### src/sv/tps_pkg.sv
package tps_pkg;

   // fixed field widths
   localparam int AXES       = 4;
   localparam int RANK_W     = 3;
   localparam int DIM_W      = 13;
   localparam int ORDER_W    = 8;
   localparam int WORD_W     = 64;
   localparam int DEST_W     = 12;
   localparam int CSR_ADDR_W = 3;
   localparam int CSR_DATA_W = 13;
   localparam int REQ_DATA_W = 128;
   localparam int RSP_DATA_W = 144;

   // parameter defaults
   localparam int DEF_MAX_RANK  = 4;
   localparam int DEF_MAX_ELEMS = 4096;
   localparam int QUEUE_DEPTH   = 4;

   // register indexes
   localparam logic [CSR_ADDR_W-1:0] REG_RANK  = 3'd0;
   localparam logic [CSR_ADDR_W-1:0] REG_DIM0  = 3'd1;
   localparam logic [CSR_ADDR_W-1:0] REG_DIM1  = 3'd2;
   localparam logic [CSR_ADDR_W-1:0] REG_DIM2  = 3'd3;
   localparam logic [CSR_ADDR_W-1:0] REG_DIM3  = 3'd4;
   localparam logic [CSR_ADDR_W-1:0] REG_ORDER = 3'd5;

   // register reset values
   localparam logic [RANK_W-1:0]  RANK_RESET  = 3'd1;
   localparam logic [DIM_W-1:0]   DIM_RESET   = 13'd1;
   localparam logic [ORDER_W-1:0] ORDER_RESET = 8'd228;

   typedef struct packed {
      logic [DEST_W-1:0] dest_index;
      logic [WORD_W-1:0] out_re;
      logic [WORD_W-1:0] out_im;
      logic              tensor_end;
      logic              config_error;
   } entry_type;

   typedef struct packed {
      logic ready;
      logic err;
   } setup_flags_type;

endpackage

### src/sv/tps_setup.sv
module tps_setup #(
   parameter int LANES     = tps_pkg::AXES,
   parameter int MAX_ELEMS = tps_pkg::DEF_MAX_ELEMS
) (
   input  logic                            clock,
   input  logic                            reset,
   input  logic                            csr_we,
   input  logic [tps_pkg::CSR_ADDR_W-1:0]  csr_addr,
   input  logic [tps_pkg::CSR_DATA_W-1:0]  csr_wdata,
   output logic                            clear,
   output tps_pkg::setup_flags_type        flags,
   output logic [$clog2(MAX_ELEMS)-1:0]    size_m1,
   output logic [$clog2(MAX_ELEMS)-1:0]    lim   [LANES],
   output logic [$clog2(MAX_ELEMS)-1:0]    delta [LANES],
   output logic                            used  [LANES]
);

   localparam int IW = $clog2(MAX_ELEMS);
   localparam int PW = $clog2(MAX_ELEMS + 2);
   localparam int MW = PW + tps_pkg::DIM_W;
   localparam int LW = (LANES > 1) ? $clog2(LANES) : 1;
   localparam logic [PW-1:0] SAT = PW'(MAX_ELEMS + 1);

   localparam logic [1:0] PH_STRIDE = 2'd0;
   localparam logic [1:0] PH_DELTA  = 2'd1;
   localparam logic [1:0] PH_DONE   = 2'd2;

   logic [tps_pkg::RANK_W-1:0]  rank_ff;
   logic [tps_pkg::DIM_W-1:0]   dim_ff [LANES];
   logic [tps_pkg::ORDER_W-1:0] order_ff;

   logic [1:0]    phase_ff;
   logic [LW-1:0] step_ff;
   logic [PW-1:0] stride_ff;
   logic [IW-1:0] acc_ff;
   logic [PW-1:0] dstr_ff  [LANES];
   logic [IW-1:0] delta_ff [LANES];
   logic          err_ff;
   logic [IW-1:0] size_m1_ff;

   logic                      wr_hit;
   logic                      step_used;
   logic [1:0]                cur_ax;
   logic                      ax_ok;
   logic [LW-1:0]             ax_lane;
   logic [tps_pkg::DIM_W-1:0] ax_dim;
   logic [MW-1:0]             prod;
   logic [PW-1:0]             stride_in;
   logic [IW-1:0]             wrap;
   logic                      st_err;

   assign wr_hit = csr_we && (csr_addr <= tps_pkg::REG_ORDER);
   assign clear  = wr_hit;

   // register file
   always_ff @(posedge clock) begin
      if (reset) begin
         rank_ff  <= tps_pkg::RANK_RESET;
         order_ff <= tps_pkg::ORDER_RESET;
         for (int j = 0; j < LANES; j++) dim_ff[j] <= tps_pkg::DIM_RESET;
      end else if (csr_we) begin
         case (csr_addr)
            tps_pkg::REG_RANK: rank_ff <= csr_wdata[tps_pkg::RANK_W-1:0];
            tps_pkg::REG_DIM0, tps_pkg::REG_DIM1,
            tps_pkg::REG_DIM2, tps_pkg::REG_DIM3: begin
               for (int j = 0; j < LANES; j++) begin
                  if (csr_addr == tps_pkg::REG_DIM0 + tps_pkg::CSR_ADDR_W'(j))
                     dim_ff[j] <= csr_wdata;
               end
            end
            tps_pkg::REG_ORDER: order_ff <= csr_wdata[tps_pkg::ORDER_W-1:0];
            default: ;
         endcase
      end
   end

   // one step of the stride and delta passes
   always_comb begin
      step_used = (int'(step_ff) < int'(rank_ff));
      cur_ax    = order_ff[2*step_ff +: 2];
      ax_ok     = (int'(cur_ax) < LANES);
      ax_lane   = LW'(cur_ax);
      ax_dim    = ax_ok ? dim_ff[ax_lane] : tps_pkg::DIM_RESET;
      prod      = MW'(stride_ff) * MW'(ax_dim);
      stride_in = (prod > MW'(SAT)) ? SAT : PW'(prod);
      wrap      = IW'((MW'(dim_ff[step_ff]) - MW'(1)) * MW'(dstr_ff[step_ff]));
   end

   // rank, zero size and permutation checks
   always_comb begin
      logic [1:0] a;
      st_err = (rank_ff == '0) || (int'(rank_ff) > LANES);
      for (int j = 0; j < LANES; j++) begin
         a = order_ff[2*j +: 2];
         if (j < int'(rank_ff)) begin
            if (dim_ff[j] == '0) st_err = 1'b1;
            if (int'(a) >= int'(rank_ff)) st_err = 1'b1;
            for (int i = 0; i < j; i++) begin
               if (order_ff[2*i +: 2] == a) st_err = 1'b1;
            end
         end
      end
   end

   always_ff @(posedge clock) begin
      if (reset || wr_hit) begin
         phase_ff  <= PH_STRIDE;
         step_ff   <= LW'(LANES - 1);
         stride_ff <= PW'(1);
         acc_ff    <= '0;
      end else begin
         case (phase_ff)
            PH_STRIDE: begin
               if (step_used) begin
                  stride_ff <= stride_in;
                  if (ax_ok) dstr_ff[ax_lane] <= stride_ff;
               end
               if (step_ff == '0) begin
                  phase_ff <= PH_DELTA;
                  step_ff  <= LW'(LANES - 1);
               end else begin
                  step_ff <= step_ff - LW'(1);
               end
            end
            PH_DELTA: begin
               if (step_used) begin
                  delta_ff[step_ff] <= IW'(dstr_ff[step_ff]) - acc_ff;
                  acc_ff            <= acc_ff + wrap;
               end
               if (step_ff == '0) begin
                  phase_ff   <= PH_DONE;
                  err_ff     <= st_err || (stride_ff > PW'(MAX_ELEMS));
                  size_m1_ff <= IW'(stride_ff - PW'(1));
               end else begin
                  step_ff <= step_ff - LW'(1);
               end
            end
            PH_DONE: ;
            default: phase_ff <= PH_DONE;
         endcase
      end
   end

   always_comb begin
      flags.ready = (phase_ff == PH_DONE);
      flags.err   = err_ff;
      size_m1     = size_m1_ff;
      for (int j = 0; j < LANES; j++) begin
         lim[j]   = IW'(dim_ff[j] - tps_pkg::DIM_W'(1));
         delta[j] = delta_ff[j];
         used[j]  = (j < int'(rank_ff));
      end
   end

endmodule

### src/sv/tps_front.sv
module tps_front #(
   parameter int LANES     = tps_pkg::AXES,
   parameter int MAX_ELEMS = tps_pkg::DEF_MAX_ELEMS
) (
   input  logic                            clock,
   input  logic                            reset,
   input  logic                            clear,
   input  tps_pkg::setup_flags_type        flags,
   input  logic [$clog2(MAX_ELEMS)-1:0]    size_m1,
   input  logic [$clog2(MAX_ELEMS)-1:0]    lim   [LANES],
   input  logic [$clog2(MAX_ELEMS)-1:0]    delta [LANES],
   input  logic                            used  [LANES],
   input  logic                            req_tvalid,
   output logic                            req_tready,
   input  logic [tps_pkg::REQ_DATA_W-1:0]  req_tdata,
   input  logic                            q_full,
   output logic                            push,
   output tps_pkg::entry_type              entry
);

   localparam int IW = $clog2(MAX_ELEMS);
   localparam int LW = (LANES > 1) ? $clog2(LANES) : 1;

   logic [IW-1:0] coord_ff [LANES];
   logic [IW-1:0] count_ff;
   logic [IW-1:0] dest_ff;

   logic          last;
   logic [LW-1:0] carry;

   assign req_tready = flags.ready && !q_full;
   assign push       = req_tvalid && req_tready;
   assign last       = (count_ff == size_m1);

   // innermost used lane that has not reached its limit takes the increment
   always_comb begin
      carry = '0;
      for (int j = 0; j < LANES; j++) begin
         if (used[j] && (coord_ff[j] != lim[j])) carry = LW'(j);
      end
   end

   always_comb begin
      entry.out_re = req_tdata[tps_pkg::WORD_W-1:0];
      entry.out_im = req_tdata[2*tps_pkg::WORD_W-1:tps_pkg::WORD_W];
      if (flags.err) begin
         entry.dest_index   = '0;
         entry.tensor_end   = 1'b0;
         entry.config_error = 1'b1;
      end else begin
         entry.dest_index   = tps_pkg::DEST_W'(dest_ff);
         entry.tensor_end   = last;
         entry.config_error = 1'b0;
      end
   end

   always_ff @(posedge clock) begin
      if (reset || clear) begin
         for (int j = 0; j < LANES; j++) coord_ff[j] <= '0;
         count_ff <= '0;
         dest_ff  <= '0;
      end else if (push) begin
         if (flags.err || last) begin
            for (int j = 0; j < LANES; j++) coord_ff[j] <= '0;
            count_ff <= '0;
            dest_ff  <= '0;
         end else begin
            for (int j = 0; j < LANES; j++) begin
               if (j == int'(carry)) coord_ff[j] <= coord_ff[j] + IW'(1);
               else if (j > int'(carry)) coord_ff[j] <= '0;
            end
            count_ff <= count_ff + IW'(1);
            dest_ff  <= dest_ff + delta[carry];
         end
      end
   end

endmodule

### src/sv/tps_queue.sv
module tps_queue #(
   parameter int DEPTH = tps_pkg::QUEUE_DEPTH
) (
   input  logic               clock,
   input  logic               reset,
   input  logic               push,
   input  tps_pkg::entry_type push_data,
   input  logic               pop,
   output logic               full,
   output logic               not_empty,
   output tps_pkg::entry_type head
);

   localparam int QW = (DEPTH > 1) ? $clog2(DEPTH) : 1;
   localparam int CW = $clog2(DEPTH + 1);

   tps_pkg::entry_type slot_ff [DEPTH];
   logic [QW-1:0] wr_ff;
   logic [QW-1:0] rd_ff;
   logic [CW-1:0] count_ff;

   assign full      = (count_ff == CW'(DEPTH));
   assign not_empty = (count_ff != '0);
   assign head      = slot_ff[rd_ff];

   always_ff @(posedge clock) begin
      if (push) slot_ff[wr_ff] <= push_data;
   end

   always_ff @(posedge clock) begin
      if (reset) begin
         wr_ff    <= '0;
         rd_ff    <= '0;
         count_ff <= '0;
      end else begin
         if (push) wr_ff <= (wr_ff == QW'(DEPTH - 1)) ? '0 : wr_ff + QW'(1);
         if (pop)  rd_ff <= (rd_ff == QW'(DEPTH - 1)) ? '0 : rd_ff + QW'(1);
         if (push && !pop)      count_ff <= count_ff + CW'(1);
         else if (pop && !push) count_ff <= count_ff - CW'(1);
      end
   end

endmodule

### src/sv/tps_back.sv
module tps_back (
   input  logic                            clock,
   input  logic                            reset,
   input  logic                            q_valid,
   input  tps_pkg::entry_type              head,
   output logic                            pop,
   output logic                            rsp_tvalid,
   input  logic                            rsp_tready,
   output logic [tps_pkg::RSP_DATA_W-1:0]  rsp_tdata,
   output logic                            rsp_tlast,
   output logic                            rsp_tuser
);

   localparam int PAD_W = tps_pkg::RSP_DATA_W - tps_pkg::DEST_W - 2*tps_pkg::WORD_W;

   logic               valid_ff;
   tps_pkg::entry_type out_ff;

   assign pop = q_valid && (!valid_ff || rsp_tready);

   always_ff @(posedge clock) begin
      if (reset) valid_ff <= 1'b0;
      else if (pop) valid_ff <= 1'b1;
      else if (rsp_tready) valid_ff <= 1'b0;
   end

   always_ff @(posedge clock) begin
      if (pop) out_ff <= head;
   end

   assign rsp_tvalid = valid_ff;
   assign rsp_tdata  = {{PAD_W{1'b0}}, out_ff.out_im, out_ff.out_re, out_ff.dest_index};
   assign rsp_tlast  = out_ff.tensor_end;
   assign rsp_tuser  = out_ff.config_error;

endmodule

### src/sv/tensor_axis_permute_scatter_core.sv
// channel  | dir | handshake               | payload
// req      | in  | req_tvalid / req_tready | tdata: value_re, value_im
// rsp      | out | rsp_tvalid / rsp_tready | tdata: dest_index, out_re, out_im;
//          |     |                         | tlast: tensor_end; tuser: config_error
// csr      | in  | csr_we                  | csr_addr, csr_wdata
//
// one beat per cycle sustained while setup is done and rsp_tready stays high; an accepted req
// is registered in the queue and then in the rsp stage before rsp_tvalid; after reset and
// after every register write a setup pass (one stride step and one delta step per axis) holds req_tready low
// reset is synchronous active high and clears position, queue and output
// a stalled rsp fills the queue; req_tready drops only once the queue is full
module tensor_axis_permute_scatter_core #(
   parameter int MAX_RANK  = tps_pkg::DEF_MAX_RANK,
   parameter int MAX_ELEMS = tps_pkg::DEF_MAX_ELEMS
) (
   input  logic                            clock,
   input  logic                            reset,
   input  logic                            req_tvalid,
   output logic                            req_tready,
   input  logic [tps_pkg::REQ_DATA_W-1:0]  req_tdata,   // value_re, value_im
   output logic                            rsp_tvalid,
   input  logic                            rsp_tready,
   output logic [tps_pkg::RSP_DATA_W-1:0]  rsp_tdata,   // dest_index, out_re, out_im
   output logic                            rsp_tlast,   // tensor_end
   output logic                            rsp_tuser,   // config_error
   input  logic                            csr_we,
   input  logic [tps_pkg::CSR_ADDR_W-1:0]  csr_addr,
   input  logic [tps_pkg::CSR_DATA_W-1:0]  csr_wdata
);

   // coordinate lanes actually built
   localparam int LANES = (MAX_RANK < tps_pkg::AXES) ? MAX_RANK : tps_pkg::AXES;
   localparam int IW    = $clog2(MAX_ELEMS);

   logic                     clear;
   tps_pkg::setup_flags_type flags;
   logic [IW-1:0]            size_m1;
   logic [IW-1:0]            lim   [LANES];
   logic [IW-1:0]            delta [LANES];
   logic                     used  [LANES];

   logic               push;
   tps_pkg::entry_type entry;
   logic               q_full;
   logic               q_valid;
   tps_pkg::entry_type head;
   logic               pop;

   // registers plus derived per-axis step deltas for the incremental index
   tps_setup #(
      .LANES     (LANES),
      .MAX_ELEMS (MAX_ELEMS)
   ) u_setup (
      .clock     (clock),
      .reset     (reset),
      .csr_we    (csr_we),
      .csr_addr  (csr_addr),
      .csr_wdata (csr_wdata),
      .clear     (clear),
      .flags     (flags),
      .size_m1   (size_m1),
      .lim       (lim),
      .delta     (delta),
      .used      (used)
   );

   // front: mixed-radix counter and destination index, one add per beat
   tps_front #(
      .LANES     (LANES),
      .MAX_ELEMS (MAX_ELEMS)
   ) u_front (
      .clock      (clock),
      .reset      (reset),
      .clear      (clear),
      .flags      (flags),
      .size_m1    (size_m1),
      .lim        (lim),
      .delta      (delta),
      .used       (used),
      .req_tvalid (req_tvalid),
      .req_tready (req_tready),
      .req_tdata  (req_tdata),
      .q_full     (q_full),
      .push       (push),
      .entry      (entry)
   );

   // short queue decoupling the two sides
   tps_queue #(
      .DEPTH (tps_pkg::QUEUE_DEPTH)
   ) u_queue (
      .clock     (clock),
      .reset     (reset),
      .push      (push),
      .push_data (entry),
      .pop       (pop),
      .full      (q_full),
      .not_empty (q_valid),
      .head      (head)
   );

   // back: registered rsp stage
   tps_back u_back (
      .clock      (clock),
      .reset      (reset),
      .q_valid    (q_valid),
      .head       (head),
      .pop        (pop),
      .rsp_tvalid (rsp_tvalid),
      .rsp_tready (rsp_tready),
      .rsp_tdata  (rsp_tdata),
      .rsp_tlast  (rsp_tlast),
      .rsp_tuser  (rsp_tuser)
   );

endmodule

### config.mk
export PLATFORM = sky130hd
export DESIGN_NAME = tensor_axis_permute_scatter_core
export DESIGN_NICKNAME = d
export VERILOG_FILES = /design/src/sv/tps_pkg.sv /design/src/sv/tps_setup.sv /design/src/sv/tps_front.sv /design/src/sv/tps_queue.sv /design/src/sv/tps_back.sv /design/src/sv/tensor_axis_permute_scatter_core.sv
export SDC_FILE = /design/constraint.sdc
export NUM_CORES = 2
export LEC_CHECK = 0
export BUFFER_PORTS_ARGS = -buffer_cell sky130_fd_sc_hd__buf_2
export CAP_MARGIN = 20
export CORE_MARGIN = 8
export CORE_UTILIZATION = 40
export CTS_BUF_LIST = sky130_fd_sc_hd__clkbuf_8
export CTS_CLUSTER_DIAMETER = 50
export DETAILED_ROUTE_END_ITERATION = 7
export SETUP_SLACK_MARGIN = 0.02
export SYNTH_ARGS = -nofsm -noshare
export SYNTH_HDL_FRONTEND = slang
export SYNTH_SLANG_ARGS = --single-unit
### constraint.sdc
create_clock -name clock -period 34.3 [get_ports clock]
set_input_delay 6.86 -clock clock [delete_from_list [all_inputs] [get_ports clock]]
set_output_delay 6.86 -clock clock [all_outputs]
set_load 0.1 [all_outputs]
==> metrics <==
Setup crit start kind flip-flop; I/O pin cnt 297; worst path required time 27440 ps; top_reg_cell synth edfxtp_1; Core Rows 126; VDD IR max 0.113 mV; post-CTS setup buffers 0; Async S/R FF share, synth 0%; Max Buffers Root-to-Sink 3; HP Start u_setup.acc_ff[2]$_SDFFE_PP0P_; Syn Inst Count 3174; IO buf count 292; largest cells by area after synthesis edfxtp_1 (57%), mux4_2 (8.6%), fa_1 (7.3%); Root Driver clkbuf_8; sequential fraction of the synthesis area 60.6%; core footprint 117000 um2; setup_tns 0 ps; proportion of layout cells with a drive suffix above 1 20.5%; Total GRT Usage 16.0%; warnings from Yosys 0; detailed-placement wirelength estimate 72000 um; Netlist Area Pre-Place 47200 um2; run status finished clean; Area Growth Syn to Fin 13.2%; Data arrival, critical path 2440 ps; Tightest Pin Transition 1070 ps; EDFF count, synth 895; top-area cell type share of the netlist area 57.0%; largest stage delay on the critical path 540 ps; drt initial violations 1565; Slew headroom 28.2%; Vias 26542; WHS Endpoint u_setup.acc_ff[2]$_SDFFE_PP0P_; Final Max Slew Viols 0; static leakage 0.0199 uW; GRT overflow 0; WS Path Type flip-flop to primary output; highest clock rate 108 MHz; slowest CP cell dfxtp_1; Crit. End Element primary output; Clock Skews 58.2 ps; Die ar. 129000 um2; Worst-Skew Late Latency 850 ps; Seq cells post-synth 981; CP top delay family flip-flops; Die Y 359 um; Hold WS 455 ps; clock sinks 981; initial antenna violation count 14; nets 4020; power density cells 78.0 nW/um2; Worst-path clk slew 60 ps; Worst Reg-to-Reg Cells 23; crit path cell chain nand2b_1 > a21oi_1 > buf_2; reg2reg setup slack 25600 ps; Initial DRT Pass Iterations 5; commonest non-fill, non-tap cells in the layout edfxtp_1 (895), inv_1 (365), buf_2 (294); Final Setup Violations 0; hold depth 2; Routed WL 105000 um; CTS tree done; syn avg cell area 14.9 um2; RSZ-0062 raised after global routing no; max-cap violations 0; Synth cell types 82; ANT nets after route 0; final instance area 53400 um2; Post-route DRC 0; via/cell ratio 5.09; Placed Instance Area 50400 um2; wire length per cell 20.1 um; Post-CTS Hold Buffers 0; Total Power 4170 uW; vias in the first global route 27526; cts bufs inserted 160; H-Tree Depth 4; Initial Util 40.2%; crit path max fanout 9; reg2reg start u_setup.step_ff[0]$_SDFFE_PP1N_; final hold viol count 0; Buf+Inv Stages, Crit Path 1; dominant cell type by area after synthesis edfxtp_1; global-route wire length before repair 163000 um; commonest non-fill, non-tap cell in the layout edfxtp_1; period utilization 27.1%; GPL Wtd Cong 0.801; r2r endpoint u_setup.stride_ff[0]$_SDFFE_PP1P_; CTS resizes 0; largest net degree at the start of global routing 64; minimum clock period after layout 9300 ps; HP Class flip-flop to flip-flop; die width 359 um
[sequential cells by signal, indices dropped and copies added (netlist names), 8 cells and up, named ones only]
signal,flops
u_setup.dim_ff,52
u_setup.size_m1,12
u_front.coord_ff,36
u_setup.delta_ff,48
u_setup.stride_ff,13
u_setup.dstr_ff,48
u_front.dest_ff,12
u_setup.acc_ff,12
u_back.rsp_tdata,140
u_queue.slot_ff,568
u_front.count_ff,12
u_setup.order_ff,8
[how the worst max path moves through the flow]
stage,from,endpoint,slack [ps],depth (start not counted)
floorplan,rsp_tready,u_queue.count_ff[2]$_SDFFE_PP0P_,18490,9
global placement,reset,u_setup.dstr_ff[1][11]$_DFFE_PP_,24510,7
detailed placement,reset,u_setup.dstr_ff[1][11]$_DFFE_PP_,24500,7
CTS,u_setup.phase_ff[1]$_SDFFE_PP0P_,req_tready,24880,3
global route,u_setup.phase_ff[1]$_SDFFE_PP0P_,req_tready,24770,3
finish,u_setup.phase_ff[1]$_SDFFE_PP0P_,req_tready,25000,3
[tightest hold or removal path, delay by kind of cell (launching register included)]
family	cells	cell delay (ps)
and+or+nand+nor	1	50
DFF	1	310
AOI/OAI and AO/OA	1	50
[report_power, final]
part / switching, uW / internal (uW) / leakage, uW / total, uW
combinational: 1200 / 504 / 0.00930 / 1710
sequential: 66.7 / 1450 / 0.00885 / 1520
clock: 474 / 466 / 0.00171 / 940
total: 1740 / 2420 / 0.0199 / 4170
[routing by layer]
metal	part of all wire, %	routed length [um]	GRT usage, %	vias up
met1	43	45100	20.8	13457
met5	0.0067	7	0	-
met2	50	52000	27.2	667
met4	2.6	2670	5.29	2
met3	4.6	4840	2.97	177
li1	-	-	-	12239
[synthesized netlist by cell type, types with 79 or more instances]
library cell	n
dfxtp_1	86
nor2_1	118
and2_1	139
o21ai_0	79
ha_1	156
fa_1	172
edfxtp_1	895
clkbuf_1	98
xor2_1	81
xnor2_1	91
nand2_1	286
mux4_2	181
inv_1	313
[area by class of cell]
| class | count | area (um2) |
|---|---|---|
| Fill cell | 10456 | 64000 |
| Clock buffer | 161 | 2220 |
| Antenna cell | 7 | 17.5 |
| Clock inverter | 125 | 772 |
| Tap cell | 1536 | 1920 |
| Multi-Input combinational cell | 1755 | 17000 |
| Timing Repair Buffer | 331 | 1750 |
| Inverter | 314 | 1180 |
| Sequential cell | 981 | 28600 |
[cells by family (layout without fill, tap and decap cells)]
family / count (synthesis) / in the layout / synth area share [%]
AOI/OAI and AO/OA: 264 / 264 / 3.66
other: 1 / 11 / 0.00795
and+or+nand+nor: 779 / 779 / 8.26
adders and majority gates: 328 / 328 / 11.4
muxes: 207 / 207 / 9.21
DFF: 981 / 981 / 60.6
buffers and inverters: 441 / 931 / 3.57
xor gates and xnor gates: 173 / 173 / 3.24
[metrics by stage]
step                      cells  utilization, %  setup WS, ps
after global routing       5208            45.5         24770
final                      5210            45.5         25000
after CTS                  5203            45.5         24880
after global placement     4913            42.9         24510
after floorplan            3177               -         18490
after detailed placement   4917            42.9         24500
(Power assumes the default switching activity.)
